### config.mk
export PLATFORM = sky130hd
export DESIGN_NAME = potential_field_force_sum
export DESIGN_NICKNAME = d
export VERILOG_FILES = /design/src/rtl/core/pffs_pkg.sv /design/src/rtl/core/potential_field_force_sum.sv /design/src/rtl/core/pffs_isqrt.sv /design/src/rtl/core/pffs_div.sv
export SDC_FILE = /design/constraint.sdc
export NUM_CORES = 2
export LEC_CHECK = 0
export BUFFER_PORTS_ARGS = -buffer_cell sky130_fd_sc_hd__buf_4
export CAP_MARGIN = 20
export CORE_UTILIZATION = 40
export CTS_BUF_LIST = sky130_fd_sc_hd__clkbuf_4 sky130_fd_sc_hd__clkbuf_8
export DETAILED_ROUTE_END_ITERATION = 7
export GPL_ROUTABILITY_DRIVEN = 0
export MAX_ROUTING_LAYER = met4
export PLACE_DENSITY = 0.69
export SETUP_SLACK_MARGIN = 0.05
export SYNTH_ARGS = -nofsm -noshare
export SYNTH_HDL_FRONTEND = slang
export SYNTH_SLANG_ARGS = --single-unit
### constraint.sdc
create_clock -name aclk -period 11.4 [get_ports aclk]
set_input_delay 1.14 -clock aclk [delete_from_list [all_inputs] [get_ports aclk]]
set_output_delay 1.14 -clock aclk [all_outputs]
set_load 0.005 [all_outputs]
### src/rtl/core/pffs_pkg.sv
package pffs_pkg;

    // fixed field widths
    localparam int RAD_W   = 15;
    localparam int GAIN_W  = 16;
    localparam int MAG_W   = 16;
    localparam int REG_W   = 16;
    localparam int ADDR_W  = 3;
    localparam int OUT_W   = 32;
    localparam int FRAC_W  = 12;
    localparam int QUO_W   = 21;
    localparam int PUSH_W  = 30;

    // core push of 1000000.0 in signed Q21.8
    localparam logic signed [PUSH_W-1:0] CORE_PUSH = 30'sd256000000;

    // register indexes
    localparam logic [ADDR_W-1:0] REG_GOAL_X      = 3'd0;
    localparam logic [ADDR_W-1:0] REG_GOAL_Y      = 3'd1;
    localparam logic [ADDR_W-1:0] REG_GOAL_RADIUS = 3'd2;
    localparam logic [ADDR_W-1:0] REG_GOAL_SPREAD = 3'd3;
    localparam logic [ADDR_W-1:0] REG_GOAL_GAIN   = 3'd4;

    // register reset values
    localparam logic [RAD_W-1:0]  GOAL_RADIUS_RST = 15'd512;
    localparam logic [RAD_W-1:0]  GOAL_SPREAD_RST = 15'd512;
    localparam logic [GAIN_W-1:0] GOAL_GAIN_RST   = 16'd4096;

    typedef struct packed {
        logic busy;
        logic done;
    } unit_stat_t;

endpackage

### src/rtl/core/potential_field_force_sum.sv
// potential field force accumulator
// input channel s_*: one word per obstacle, with the robot position for the run.
// first_of_run reloads the sum with the goal attraction, has_obstacle adds the
// obstacle force, last_of_run sends the saturated total on the m_* channel.
// cfg_*: goal registers, to be written by the user only while the block is idle;
// the block itself does not enforce this. cfg_ready is always high.
// each force term (goal or obstacle) runs the states offset, squaring x and y,
// square root, zone, multiply (gain, x numerator, y numerator), division and
// accumulate; zone results without a scaled term skip the multiply and divide.
// a word is accepted in the idle state; a word carrying both a goal and an
// obstacle term runs the sequence twice, and a last word then passes through emit.
// the square root and the two divisions (x and y in parallel) are bit serial
// and set the latency; one word is worked on at a time.
// the result sits in an output register, so the next word is accepted while
// the receiver stalls; a word that must emit waits until that register is free.
// reset clears the running sum to zero and loads the goal register defaults.
module potential_field_force_sum #(
    parameter int COORD_WIDTH = 16,
    parameter int FORCE_WIDTH = 32
) (
    input  logic                                  aclk,
    input  logic                                  aresetn,
    input  logic                                  s_valid,
    output logic                                  s_ready,
    input  logic signed [COORD_WIDTH-1:0]         s_robot_x,
    input  logic signed [COORD_WIDTH-1:0]         s_robot_y,
    input  logic signed [COORD_WIDTH-1:0]         s_obstacle_x,
    input  logic signed [COORD_WIDTH-1:0]         s_obstacle_y,
    input  logic [pffs_pkg::RAD_W-1:0]            s_obstacle_radius,
    input  logic [pffs_pkg::RAD_W-1:0]            s_obstacle_spread,
    input  logic [pffs_pkg::GAIN_W-1:0]           s_obstacle_gain,
    input  logic                                  s_has_obstacle,
    input  logic                                  s_first_of_run,
    input  logic                                  s_last_of_run,
    output logic                                  m_valid,
    input  logic                                  m_ready,
    output logic signed [pffs_pkg::OUT_W-1:0]     m_force_x,
    output logic signed [pffs_pkg::OUT_W-1:0]     m_force_y,
    input  logic                                  cfg_valid,
    output logic                                  cfg_ready,
    input  logic [pffs_pkg::ADDR_W-1:0]           cfg_addr,
    input  logic [pffs_pkg::REG_W-1:0]            cfg_data
);
    import pffs_pkg::*;

    // widths
    localparam int OW  = ((COORD_WIDTH > REG_W) ? COORD_WIDTH : REG_W) + 1; // offset, root
    localparam int SQW = 2 * OW;
    localparam int MA  = (OW > 32) ? OW : 32;
    localparam int PW  = MA + OW;
    localparam int DW  = OW + FRAC_W;
    localparam int NW  = DW + QUO_W;
    localparam int ZW  = OW + 2;
    localparam int AW  = ((FORCE_WIDTH > PUSH_W) ? FORCE_WIDTH : PUSH_W) + 2;

    localparam logic signed [AW-1:0] FMAX = {{(AW-FORCE_WIDTH+1){1'b0}}, {(FORCE_WIDTH-1){1'b1}}};
    localparam logic signed [AW-1:0] FMIN = ~FMAX;
    localparam logic signed [AW-1:0] OMAX = {{(AW-OUT_W+1){1'b0}}, {(OUT_W-1){1'b1}}};
    localparam logic signed [AW-1:0] OMIN = ~OMAX;

    // sequencer states
    localparam logic [3:0] ST_IDLE = 4'd0;
    localparam logic [3:0] ST_OFS  = 4'd1;
    localparam logic [3:0] ST_SQX  = 4'd2;
    localparam logic [3:0] ST_SQY  = 4'd3;
    localparam logic [3:0] ST_SQRT = 4'd4;
    localparam logic [3:0] ST_ZONE = 4'd5;
    localparam logic [3:0] ST_GM   = 4'd6;
    localparam logic [3:0] ST_NUMX = 4'd7;
    localparam logic [3:0] ST_NUMY = 4'd8;
    localparam logic [3:0] ST_DIV  = 4'd9;
    localparam logic [3:0] ST_ACC  = 4'd10;
    localparam logic [3:0] ST_EMIT = 4'd11;

    // zone of the current term
    localparam logic [1:0] MODE_ZERO  = 2'd0;
    localparam logic [1:0] MODE_CORE  = 2'd1;
    localparam logic [1:0] MODE_SCALE = 2'd2;

    // goal registers
    logic signed [REG_W-1:0] goal_x_reg, goal_y_reg;
    logic [RAD_W-1:0]        goal_radius_reg, goal_spread_reg;
    logic [GAIN_W-1:0]       goal_gain_reg;

    // latched word
    logic signed [COORD_WIDTH-1:0] rx_reg, ry_reg, obx_reg, oby_reg;
    logic [RAD_W-1:0]              orad_reg, ospr_reg;
    logic [GAIN_W-1:0]             ogain_reg;
    logic                          has_reg, last_reg;

    logic [3:0]              state_reg, state_next;
    logic                    phase_reg, phase_next;   // 0 goal, 1 obstacle
    logic signed [OW-1:0]    ox_reg, oy_reg;
    logic [SQW-1:0]          sq_reg;
    logic [1:0]              mode_reg, mode_next;
    logic [MAG_W-1:0]        m_reg, m_next;
    logic [31:0]             gm_reg;
    logic [NW-1:0]           numx_reg;
    logic signed [FORCE_WIDTH-1:0] sum_x_reg, sum_y_reg;
    logic signed [OUT_W-1:0] fx_out_reg, fy_out_reg;
    logic                    m_valid_reg;

    logic                    accept;
    logic signed [OW-1:0]    px, py, pr_x, pr_y;
    logic [OW-1:0]           absx, absy;
    logic [MA-1:0]           mul_a;
    logic [OW-1:0]           mul_b;
    logic [PW-1:0]           prod;
    logic [SQW-1:0]          rad_in;
    logic [NW-1:0]           num_cur;
    logic [OW-1:0]           d_root;
    logic [QUO_W-1:0]        qx, qy;
    unit_stat_t              sq_stat, dx_stat, dy_stat;
    logic                    emit_ok;

    logic [ZW-1:0]           dz, rz, rsz, diff_lo, diff_hi;
    logic signed [AW-1:0]    add_x, add_y, base_x, base_y, tot_x, tot_y;
    logic signed [AW-1:0]    sx_ext, sy_ext;
    logic signed [FORCE_WIDTH-1:0] sat_x, sat_y;

    assign accept    = s_valid && s_ready;
    assign s_ready   = (state_reg == ST_IDLE);
    assign cfg_ready = 1'b1;
    assign emit_ok   = !m_valid_reg || m_ready;

    // offsets and magnitudes
    assign px   = phase_reg ? OW'(obx_reg) : OW'(goal_x_reg);
    assign py   = phase_reg ? OW'(oby_reg) : OW'(goal_y_reg);
    assign pr_x = OW'(rx_reg);
    assign pr_y = OW'(ry_reg);
    assign absx = ox_reg[OW-1] ? OW'(-ox_reg) : OW'(ox_reg);
    assign absy = oy_reg[OW-1] ? OW'(-oy_reg) : OW'(oy_reg);

    // shared multiplier
    always_comb begin
        mul_a = '0;
        mul_b = '0;
        case (state_reg)
            ST_SQX: begin
                mul_a = MA'(absx);
                mul_b = absx;
            end
            ST_SQY: begin
                mul_a = MA'(absy);
                mul_b = absy;
            end
            ST_GM: begin
                mul_a = MA'(phase_reg ? ogain_reg : goal_gain_reg);
                mul_b = OW'(m_reg);
            end
            ST_NUMX: begin
                mul_a = MA'(gm_reg);
                mul_b = absx;
            end
            ST_NUMY: begin
                mul_a = MA'(gm_reg);
                mul_b = absy;
            end
            default: begin
                mul_a = '0;
                mul_b = '0;
            end
        endcase
    end
    assign prod    = mul_a * PW'(mul_b);
    assign rad_in  = sq_reg + prod[SQW-1:0];
    // gain*m*|o| plus half the divisor for rounding
    assign num_cur = NW'(prod[NW-2:0]) + NW'({d_root, 11'b0});

    pffs_isqrt #(.RW(OW)) u_isqrt (
        .aclk     (aclk),
        .aresetn  (aresetn),
        .start    (state_reg == ST_SQY),
        .radicand (rad_in),
        .root     (d_root),
        .stat     (sq_stat)
    );

    pffs_div #(.DW(DW), .QW(QUO_W)) u_div_x (
        .aclk     (aclk),
        .aresetn  (aresetn),
        .start    (state_reg == ST_NUMY),
        .dividend (numx_reg),
        .divisor  ({d_root, {FRAC_W{1'b0}}}),
        .quotient (qx),
        .stat     (dx_stat)
    );

    pffs_div #(.DW(DW), .QW(QUO_W)) u_div_y (
        .aclk     (aclk),
        .aresetn  (aresetn),
        .start    (state_reg == ST_NUMY),
        .dividend (num_cur),
        .divisor  ({d_root, {FRAC_W{1'b0}}}),
        .quotient (qy),
        .stat     (dy_stat)
    );

    // zone decision on the distance
    always_comb begin
        dz  = ZW'(d_root);
        rz  = phase_reg ? ZW'(orad_reg) : ZW'(goal_radius_reg);
        rsz = rz + (phase_reg ? ZW'(ospr_reg) : ZW'(goal_spread_reg));
        diff_lo = dz - rz;
        diff_hi = rsz - dz;
        mode_next = MODE_ZERO;
        m_next    = m_reg;
        if (d_root == '0) begin
            mode_next = MODE_ZERO;
        end else if (!phase_reg) begin
            if (dz >= rz) begin
                mode_next = MODE_SCALE;
                m_next = (dz <= rsz) ? diff_lo[MAG_W-1:0] : MAG_W'(goal_spread_reg);
            end
        end else if (dz < rz) begin
            mode_next = MODE_CORE;
        end else if (dz <= rsz) begin
            mode_next = MODE_SCALE;
            m_next = diff_hi[MAG_W-1:0];
        end
    end

    // addends, obstacle terms pull the other way
    always_comb begin
        add_x = '0;
        add_y = '0;
        case (mode_reg)
            MODE_CORE: begin
                if (ox_reg > 0) add_x = -AW'(CORE_PUSH);
                else if (ox_reg < 0) add_x = AW'(CORE_PUSH);
                if (oy_reg > 0) add_y = -AW'(CORE_PUSH);
                else if (oy_reg < 0) add_y = AW'(CORE_PUSH);
            end
            MODE_SCALE: begin
                add_x = (ox_reg[OW-1] ^ phase_reg) ? -AW'(qx) : AW'(qx);
                add_y = (oy_reg[OW-1] ^ phase_reg) ? -AW'(qy) : AW'(qy);
            end
            default: begin
                add_x = '0;
                add_y = '0;
            end
        endcase
        base_x = phase_reg ? AW'(sum_x_reg) : '0;
        base_y = phase_reg ? AW'(sum_y_reg) : '0;
        tot_x  = base_x + add_x;
        tot_y  = base_y + add_y;
        if (tot_x > FMAX) sat_x = FMAX[FORCE_WIDTH-1:0];
        else if (tot_x < FMIN) sat_x = FMIN[FORCE_WIDTH-1:0];
        else sat_x = tot_x[FORCE_WIDTH-1:0];
        if (tot_y > FMAX) sat_y = FMAX[FORCE_WIDTH-1:0];
        else if (tot_y < FMIN) sat_y = FMIN[FORCE_WIDTH-1:0];
        else sat_y = tot_y[FORCE_WIDTH-1:0];
        sx_ext = AW'(sum_x_reg);
        sy_ext = AW'(sum_y_reg);
    end

    // sequencer
    always_comb begin
        state_next = state_reg;
        phase_next = phase_reg;
        case (state_reg)
            ST_IDLE: begin
                if (accept) begin
                    if (s_first_of_run) begin
                        phase_next = 1'b0;
                        state_next = ST_OFS;
                    end else if (s_has_obstacle) begin
                        phase_next = 1'b1;
                        state_next = ST_OFS;
                    end else if (s_last_of_run) begin
                        state_next = ST_EMIT;
                    end
                end
            end
            ST_OFS:  state_next = ST_SQX;
            ST_SQX:  state_next = ST_SQY;
            ST_SQY:  state_next = ST_SQRT;
            ST_SQRT: if (sq_stat.done) state_next = ST_ZONE;
            ST_ZONE: state_next = (mode_next == MODE_SCALE) ? ST_GM : ST_ACC;
            ST_GM:   state_next = ST_NUMX;
            ST_NUMX: state_next = ST_NUMY;
            ST_NUMY: state_next = ST_DIV;
            ST_DIV:  if (dy_stat.done) state_next = ST_ACC;
            ST_ACC: begin
                if (!phase_reg && has_reg) begin
                    phase_next = 1'b1;
                    state_next = ST_OFS;
                end else begin
                    state_next = last_reg ? ST_EMIT : ST_IDLE;
                end
            end
            ST_EMIT: if (emit_ok) state_next = ST_IDLE;
            default: state_next = ST_IDLE;
        endcase
    end

    always_ff @(posedge aclk) begin
        if (accept) begin
            rx_reg    <= s_robot_x;
            ry_reg    <= s_robot_y;
            obx_reg   <= s_obstacle_x;
            oby_reg   <= s_obstacle_y;
            orad_reg  <= s_obstacle_radius;
            ospr_reg  <= s_obstacle_spread;
            ogain_reg <= s_obstacle_gain;
            has_reg   <= s_has_obstacle;
            last_reg  <= s_last_of_run;
        end
        if (state_reg == ST_OFS) begin
            ox_reg <= px - pr_x;
            oy_reg <= py - pr_y;
        end
        if (state_reg == ST_SQX) sq_reg <= prod[SQW-1:0];
        if (state_reg == ST_ZONE) begin
            mode_reg <= mode_next;
            m_reg    <= m_next;
        end
        if (state_reg == ST_GM) gm_reg <= prod[31:0];
        if (state_reg == ST_NUMX) numx_reg <= num_cur;
        if (state_reg == ST_EMIT && emit_ok) begin
            fx_out_reg <= (sx_ext > OMAX) ? OMAX[OUT_W-1:0] :
                          (sx_ext < OMIN) ? OMIN[OUT_W-1:0] : sx_ext[OUT_W-1:0];
            fy_out_reg <= (sy_ext > OMAX) ? OMAX[OUT_W-1:0] :
                          (sy_ext < OMIN) ? OMIN[OUT_W-1:0] : sy_ext[OUT_W-1:0];
        end
        if (!aresetn) begin
            state_reg       <= ST_IDLE;
            phase_reg       <= 1'b0;
            sum_x_reg       <= '0;
            sum_y_reg       <= '0;
            m_valid_reg     <= 1'b0;
            goal_x_reg      <= '0;
            goal_y_reg      <= '0;
            goal_radius_reg <= GOAL_RADIUS_RST;
            goal_spread_reg <= GOAL_SPREAD_RST;
            goal_gain_reg   <= GOAL_GAIN_RST;
        end else begin
            state_reg <= state_next;
            phase_reg <= phase_next;
            if (state_reg == ST_ACC) begin
                sum_x_reg <= sat_x;
                sum_y_reg <= sat_y;
            end
            if (state_reg == ST_EMIT && emit_ok) m_valid_reg <= 1'b1;
            else if (m_ready) m_valid_reg <= 1'b0;
            if (cfg_valid) begin
                case (cfg_addr)
                    REG_GOAL_X:      goal_x_reg      <= cfg_data;
                    REG_GOAL_Y:      goal_y_reg      <= cfg_data;
                    REG_GOAL_RADIUS: goal_radius_reg <= cfg_data[RAD_W-1:0];
                    REG_GOAL_SPREAD: goal_spread_reg <= cfg_data[RAD_W-1:0];
                    REG_GOAL_GAIN:   goal_gain_reg   <= cfg_data;
                    default: ;
                endcase
            end
        end
    end

    assign m_valid   = m_valid_reg;
    assign m_force_x = fx_out_reg;
    assign m_force_y = fy_out_reg;

    // one word at a time; a word with nothing to do leaves the block idle
    a_one_word: assert property (@(posedge aclk) disable iff (!aresetn)
        accept && (s_first_of_run || s_has_obstacle || s_last_of_run) |=> !s_ready)
        else $error("word accepted while busy");

    // root unit only runs while the sequencer waits on it
    a_sqrt_busy: assert property (@(posedge aclk) disable iff (!aresetn)
        sq_stat.busy |-> state_reg == ST_SQRT)
        else $error("square root running out of sequence");

    // dividers run in lockstep
    a_div_lock: assert property (@(posedge aclk) disable iff (!aresetn)
        dx_stat.busy == dy_stat.busy)
        else $error("dividers out of step");

    // a result appears only from the emit step
    a_emit_src: assert property (@(posedge aclk) disable iff (!aresetn)
        $rose(m_valid_reg) |-> $past(state_reg) == ST_EMIT)
        else $error("result without emit");

endmodule

### src/rtl/core/pffs_isqrt.sv
module pffs_isqrt #(
    parameter int RW = 17
) (
    input  logic                   aclk,
    input  logic                   aresetn,
    input  logic                   start,
    input  logic [2*RW-1:0]        radicand,
    output logic [RW-1:0]          root,
    output pffs_pkg::unit_stat_t   stat
);
    import pffs_pkg::*;

    localparam int CW = $clog2(RW + 1);

    logic [2*RW-1:0] rad_reg, rad_next;
    logic [RW:0]     rem_reg, rem_next;
    logic [RW-1:0]   root_reg, root_next;
    logic [CW-1:0]   cnt_reg, cnt_next;
    logic            busy_reg, busy_next;
    logic            done_reg, done_next;
    logic [RW+2:0]   tv, tr, td;

    // one root bit per cycle, two radicand bits brought down
    always_comb begin
        tv = {rem_reg, rad_reg[2*RW-1 -: 2]};
        tr = {1'b0, root_reg, 2'b01};
        td = tv - tr;
        rad_next  = rad_reg;
        rem_next  = rem_reg;
        root_next = root_reg;
        cnt_next  = cnt_reg;
        busy_next = busy_reg;
        done_next = 1'b0;
        if (start) begin
            rad_next  = radicand;
            rem_next  = '0;
            root_next = '0;
            cnt_next  = CW'(RW);
            busy_next = 1'b1;
        end else if (busy_reg) begin
            rad_next = {rad_reg[2*RW-3:0], 2'b00};
            if (tv >= tr) begin
                rem_next  = td[RW:0];
                root_next = {root_reg[RW-2:0], 1'b1};
            end else begin
                rem_next  = tv[RW:0];
                root_next = {root_reg[RW-2:0], 1'b0};
            end
            cnt_next = cnt_reg - 1'b1;
            if (cnt_reg == CW'(1)) begin
                busy_next = 1'b0;
                done_next = 1'b1;
            end
        end
    end

    always_ff @(posedge aclk) begin
        rad_reg  <= rad_next;
        rem_reg  <= rem_next;
        root_reg <= root_next;
        cnt_reg  <= cnt_next;
        if (!aresetn) begin
            busy_reg <= 1'b0;
            done_reg <= 1'b0;
        end else begin
            busy_reg <= busy_next;
            done_reg <= done_next;
        end
    end

    assign root      = root_reg;
    assign stat.busy = busy_reg;
    assign stat.done = done_reg;

endmodule

### src/rtl/core/pffs_div.sv
module pffs_div #(
    parameter int DW = 29,
    parameter int QW = 21
) (
    input  logic                   aclk,
    input  logic                   aresetn,
    input  logic                   start,
    input  logic [DW+QW-1:0]       dividend,
    input  logic [DW-1:0]          divisor,
    output logic [QW-1:0]          quotient,
    output pffs_pkg::unit_stat_t   stat
);
    import pffs_pkg::*;

    localparam int CW = $clog2(QW + 1);

    logic [DW-1:0] rem_reg, rem_next;
    logic [DW-1:0] den_reg, den_next;
    logic [QW-1:0] lo_reg, lo_next;
    logic [CW-1:0] cnt_reg, cnt_next;
    logic          busy_reg, busy_next;
    logic          done_reg, done_next;
    logic [DW:0]   tv, td;

    // restoring division, one quotient bit per cycle
    always_comb begin
        tv = {rem_reg, lo_reg[QW-1]};
        td = tv - {1'b0, den_reg};
        rem_next  = rem_reg;
        den_next  = den_reg;
        lo_next   = lo_reg;
        cnt_next  = cnt_reg;
        busy_next = busy_reg;
        done_next = 1'b0;
        if (start) begin
            rem_next  = dividend[DW+QW-1:QW];
            lo_next   = dividend[QW-1:0];
            den_next  = divisor;
            cnt_next  = CW'(QW);
            busy_next = 1'b1;
        end else if (busy_reg) begin
            if (tv >= {1'b0, den_reg}) begin
                rem_next = td[DW-1:0];
                lo_next  = {lo_reg[QW-2:0], 1'b1};
            end else begin
                rem_next = tv[DW-1:0];
                lo_next  = {lo_reg[QW-2:0], 1'b0};
            end
            cnt_next = cnt_reg - 1'b1;
            if (cnt_reg == CW'(1)) begin
                busy_next = 1'b0;
                done_next = 1'b1;
            end
        end
    end

    always_ff @(posedge aclk) begin
        rem_reg <= rem_next;
        den_reg <= den_next;
        lo_reg  <= lo_next;
        cnt_reg <= cnt_next;
        if (!aresetn) begin
            busy_reg <= 1'b0;
            done_reg <= 1'b0;
        end else begin
            busy_reg <= busy_next;
            done_reg <= done_next;
        end
    end

    assign quotient  = lo_reg;
    assign stat.busy = busy_reg;
    assign stat.done = done_reg;

endmodule
==> metrics.md <==
| Metric | Value |
|---|---|
| Share of the synthesized area in the top cell type | 25.4% |
| Leading area contributor after synthesis | edfxtp_1 |
| Ys Warns | 0 |
| Max incr delay on CP | 0.63 ns |
| Fin cells | 8422 |
| Fin area | between 0.06 and 0.07 mm2 |
| Min cycle time layout | 10.79 ns |
| PwrDens | 222 mW/mm2 |
| Reg2Reg Setup Slack | 0.61 ns |
| Slew @ Worst Pin | 1.20 ns |
| CTS clk-pin slew, worst paths | 0.07 ns |
| Port Buf Inserts | 202 |
| Die X-Extent | 384 um |
| EDFF count, synth | about 500 |
| Share of cells above drive strength 1 | 10.5% |
| Slew Limit Fails | 0 |
| Most used DFF post-synth | edfxtp_1 |
| Max FFs per register | 50 |
| Clk_lat worst skew | 0.85 ns |
| Complex-gate fraction of the synthesized area | 13.2% |
| Slew headroom | 20.0% |
| Initial Util | 40.5% |
| Mapped Area | a little under 0.06 mm2 |
| Crit. End Element | flip-flop |
| Fillers | between 10000 and 15000 |
| Final period util | between 90% and 100% |
| Cell Rows | 139 |
| Post-route ant nets | 0 |
| Total grt overflow | 0 |
| Dpl hpwl | 134000 um |
| Most used cell, CP | fa_1 |
| Met3 Track Usage GR | approximately 5.4% |
| Startpoint Class | flip-flop |
| Max-Cap Viols | 0 |
| Core Area | 0.144 mm2 |
| Placed Area | between 0.06 and 0.07 mm2 |
| Main combinational cell family by area after synthesis | adder cells |
| Drt drc | 8 |
| Commonest non-fill, non-tap cell in the layout | nand2_1 |
| Buffers from clock root to sink, at most | 3 |
| CP Class | reg -> reg |
| Mapped Nets | 7308 |
| IO Count | 204 |
| Outcome | complete, but fails checks |
| Vias in the first global route | 46000 |
| Register bit total from synthesis | about 700 |
| Final setup violating endpoints | 0 |
| Hold path start | sum_x_reg[7] |
| Max FO, Critical Path | 11 |
| Largest net degree at the start of global routing | 114 |
| DIE HEIGHT | 384 um |
| Synth Area in Adders | 24.3% |
| Num CTS Buffers | 108 |
| Initial antenna violation count | 8 |
| Synthesized instance count | 6314 |
| Root buffer cell | clkbuf_8 |
| # nets final | 7408 |
| First-pass GRT wire length | ~270000 um |
| Critical path's top delay family | adder cells |
| Hold Fails Final Rpt | 0 |
| Buf/Inv on CP | 3 |
| Drt total wl | 174000 um |
| Synth Area in XOR/XNOR | 4.82% |
| Worst VDD drop | between 0.2 and 0.3 mV |
| Slowest stage cell, crit path | a2111o_2 |
| Drt wl/cell | a little over 20 um |
| Failing checks | design-rule violations |
| Synth area leaders | edfxtp_1 25%, fa_1 16%, ha_1 8.5% |
| GR Util met2 | a little over a third |
| Number of vias per cell | 5.59 |
| Drt first pass iters | 8 |
| Mux cell area share after synthesis | 2.94% |
| Class of the worst hold path | reg -> reg |
| Syn-to-layout area delta | 10.5% |
| Simple-Gate Fraction of Synth Area | 15.8% |
| Async SR Flop Fraction | 0% |
| CP Data Required Time | 11.99 ns |
| H-tree depth | 3 |
| Seq/Total Area, Yosys | around 32% |
| DRT iter0 DRCs | roughly 4700 |
| Peak Freq | a little over 90 MHz |
| Leak pwr | 28.0 nW |
| Unique masters post-synth | 100 |
| CP arrival | between 10 and 15 ns |
| Die area | 0.148 mm2 |
| Avg Inst Size Synth | 9.26 um2 |
| Setup tns final | 0 ns |
| Commonest cells after routing, fill and taps aside | 984 x nand2_1, 685 x inv_1, 530 x nor2_1 |
| Routed vias | 47100 |
| CP startpoint | ox_reg[5] |
| CTS tree | yes |
| Reg2Reg Launch Point | ox_reg[5] |
| Most used routing layer | met2 |
| Grt met1 use | 30.5% |
| Gr usage total | 23.9% |
| Clock skew | 0.0455 ns |
| Dpl cells | 8204 |
| RSZ-0062 raised after global routing | no |
| Clock Sinks | approximately 700 |
## cell families after synthesis
logic type               after synthesis
AND/OR/NAND/NOR                     2091
buffers and inverters               1013
flip-flops                           698
adder cells (fa/ha/maj)              857
other                                  1
multiplexers                         164
XOR/XNOR                             319
AO/OA/AOI/OAI                       1171
## per-stage QoR
step | hold WS, ns | total power, W | util (%) | setup slack (ns)
after floorplan | 0.426 | 0.00934 | - | 0.182
after global placement | 0.434 | 0.0116 | 43.0 | 0.723
after detailed placement | 0.433 | 0.0118 | 43.0 | 0.612
after CTS | 0.413 | 0.0142 | 44.7 | 0.585
after global routing | 0.423 | 0.0152 | 44.8 | 0.100
final | 0.449 | 0.0144 | 44.8 | 0.612
## cell type report
type | count | area, um2 | area share, %
Clock inverter | 62 | 601 | 0.930
Tap cell | 1903 | 2380 | 3.69
Inverter | 690 | 2590 | 4.01
Clock buffer | 144 | 1840 | 2.85
Sequential cell | 698 | 18900 | 29.3
Antenna cell | 9 | 22.5 | 0.0349
Multi-Input combinational cell | 4603 | 35800 | 55.4
Timing Repair Buffer | 313 | 2440 | 3.78
## where the power goes
| part | leakage, nW | switching, W | internal (W) |
|---|---|---|---|
| clock | 1.24 | 0.00110 | 0.00126 |
| sequential | 6.13 | 0.000416 | 0.00356 |
| combinational | 20.7 | 0.00516 | 0.00287 |
## Yosys cell counts (12+ instances only)
cell type,n
a2111o_1,12
a211oi_1,39
a21boi_0,20
a21o_1,104
a21oi_1,388
a31oi_1,26
and2_1,112
and3_1,29
buf_1,14
buf_2,15
clkbuf_1,286
dfxtp_1,203
edfxtp_1,495
fa_1,460
ha_1,397
inv_1,688
mux2_2,60
mux2i_1,104
nand2_1,985
nand2b_1,43
nand3_1,81
nand4_1,39
nor2_1,534
nor2b_1,60
nor3_1,80
nor4_1,23
o211ai_1,24
o21a_1,49
o21ai_0,249
o21bai_1,36
o221a_2,36
o221ai_1,17
o31ai_1,21
o41ai_1,16
or3_1,35
xnor2_1,190
xor2_1,126
## worst register-to-register path: cells and delay by family, from the launching register on
kind / cells / cell delay, ns
adder cells (fa/ha/maj): 8 / 3.62
XOR/XNOR: 3 / 0.89
AO/OA/AOI/OAI: 9 / 2.40
flip-flops: 1 / 0.42
AND/OR/NAND/NOR: 11 / 3.08
buffers and inverters: 3 / 0.15
## routing by layer
metal | routed length, um | share of wire (%)
met5 | 0 | 0
met1 | 71300 | 41
met3 | 17400 | 10
met4 | 8180 | 4.7
met2 | 77400 | 44
## timing repair
action                     CTS  global route
hold buffers                 0             0
setup endpoints to repair    0             3
gates resized for setup      0             2
setup buffers                0             0
## worst paths after layout
path | to | depth (start not counted)
setup reg to reg | u_div_y.rem_reg[23] | 34
setup / recovery | u_div_y.rem_reg[23] | 34
hold / removal | m_force_x[7] | 0
hold reg to reg | m_force_x[7] | 0
(Power assumes the default switching activity.)
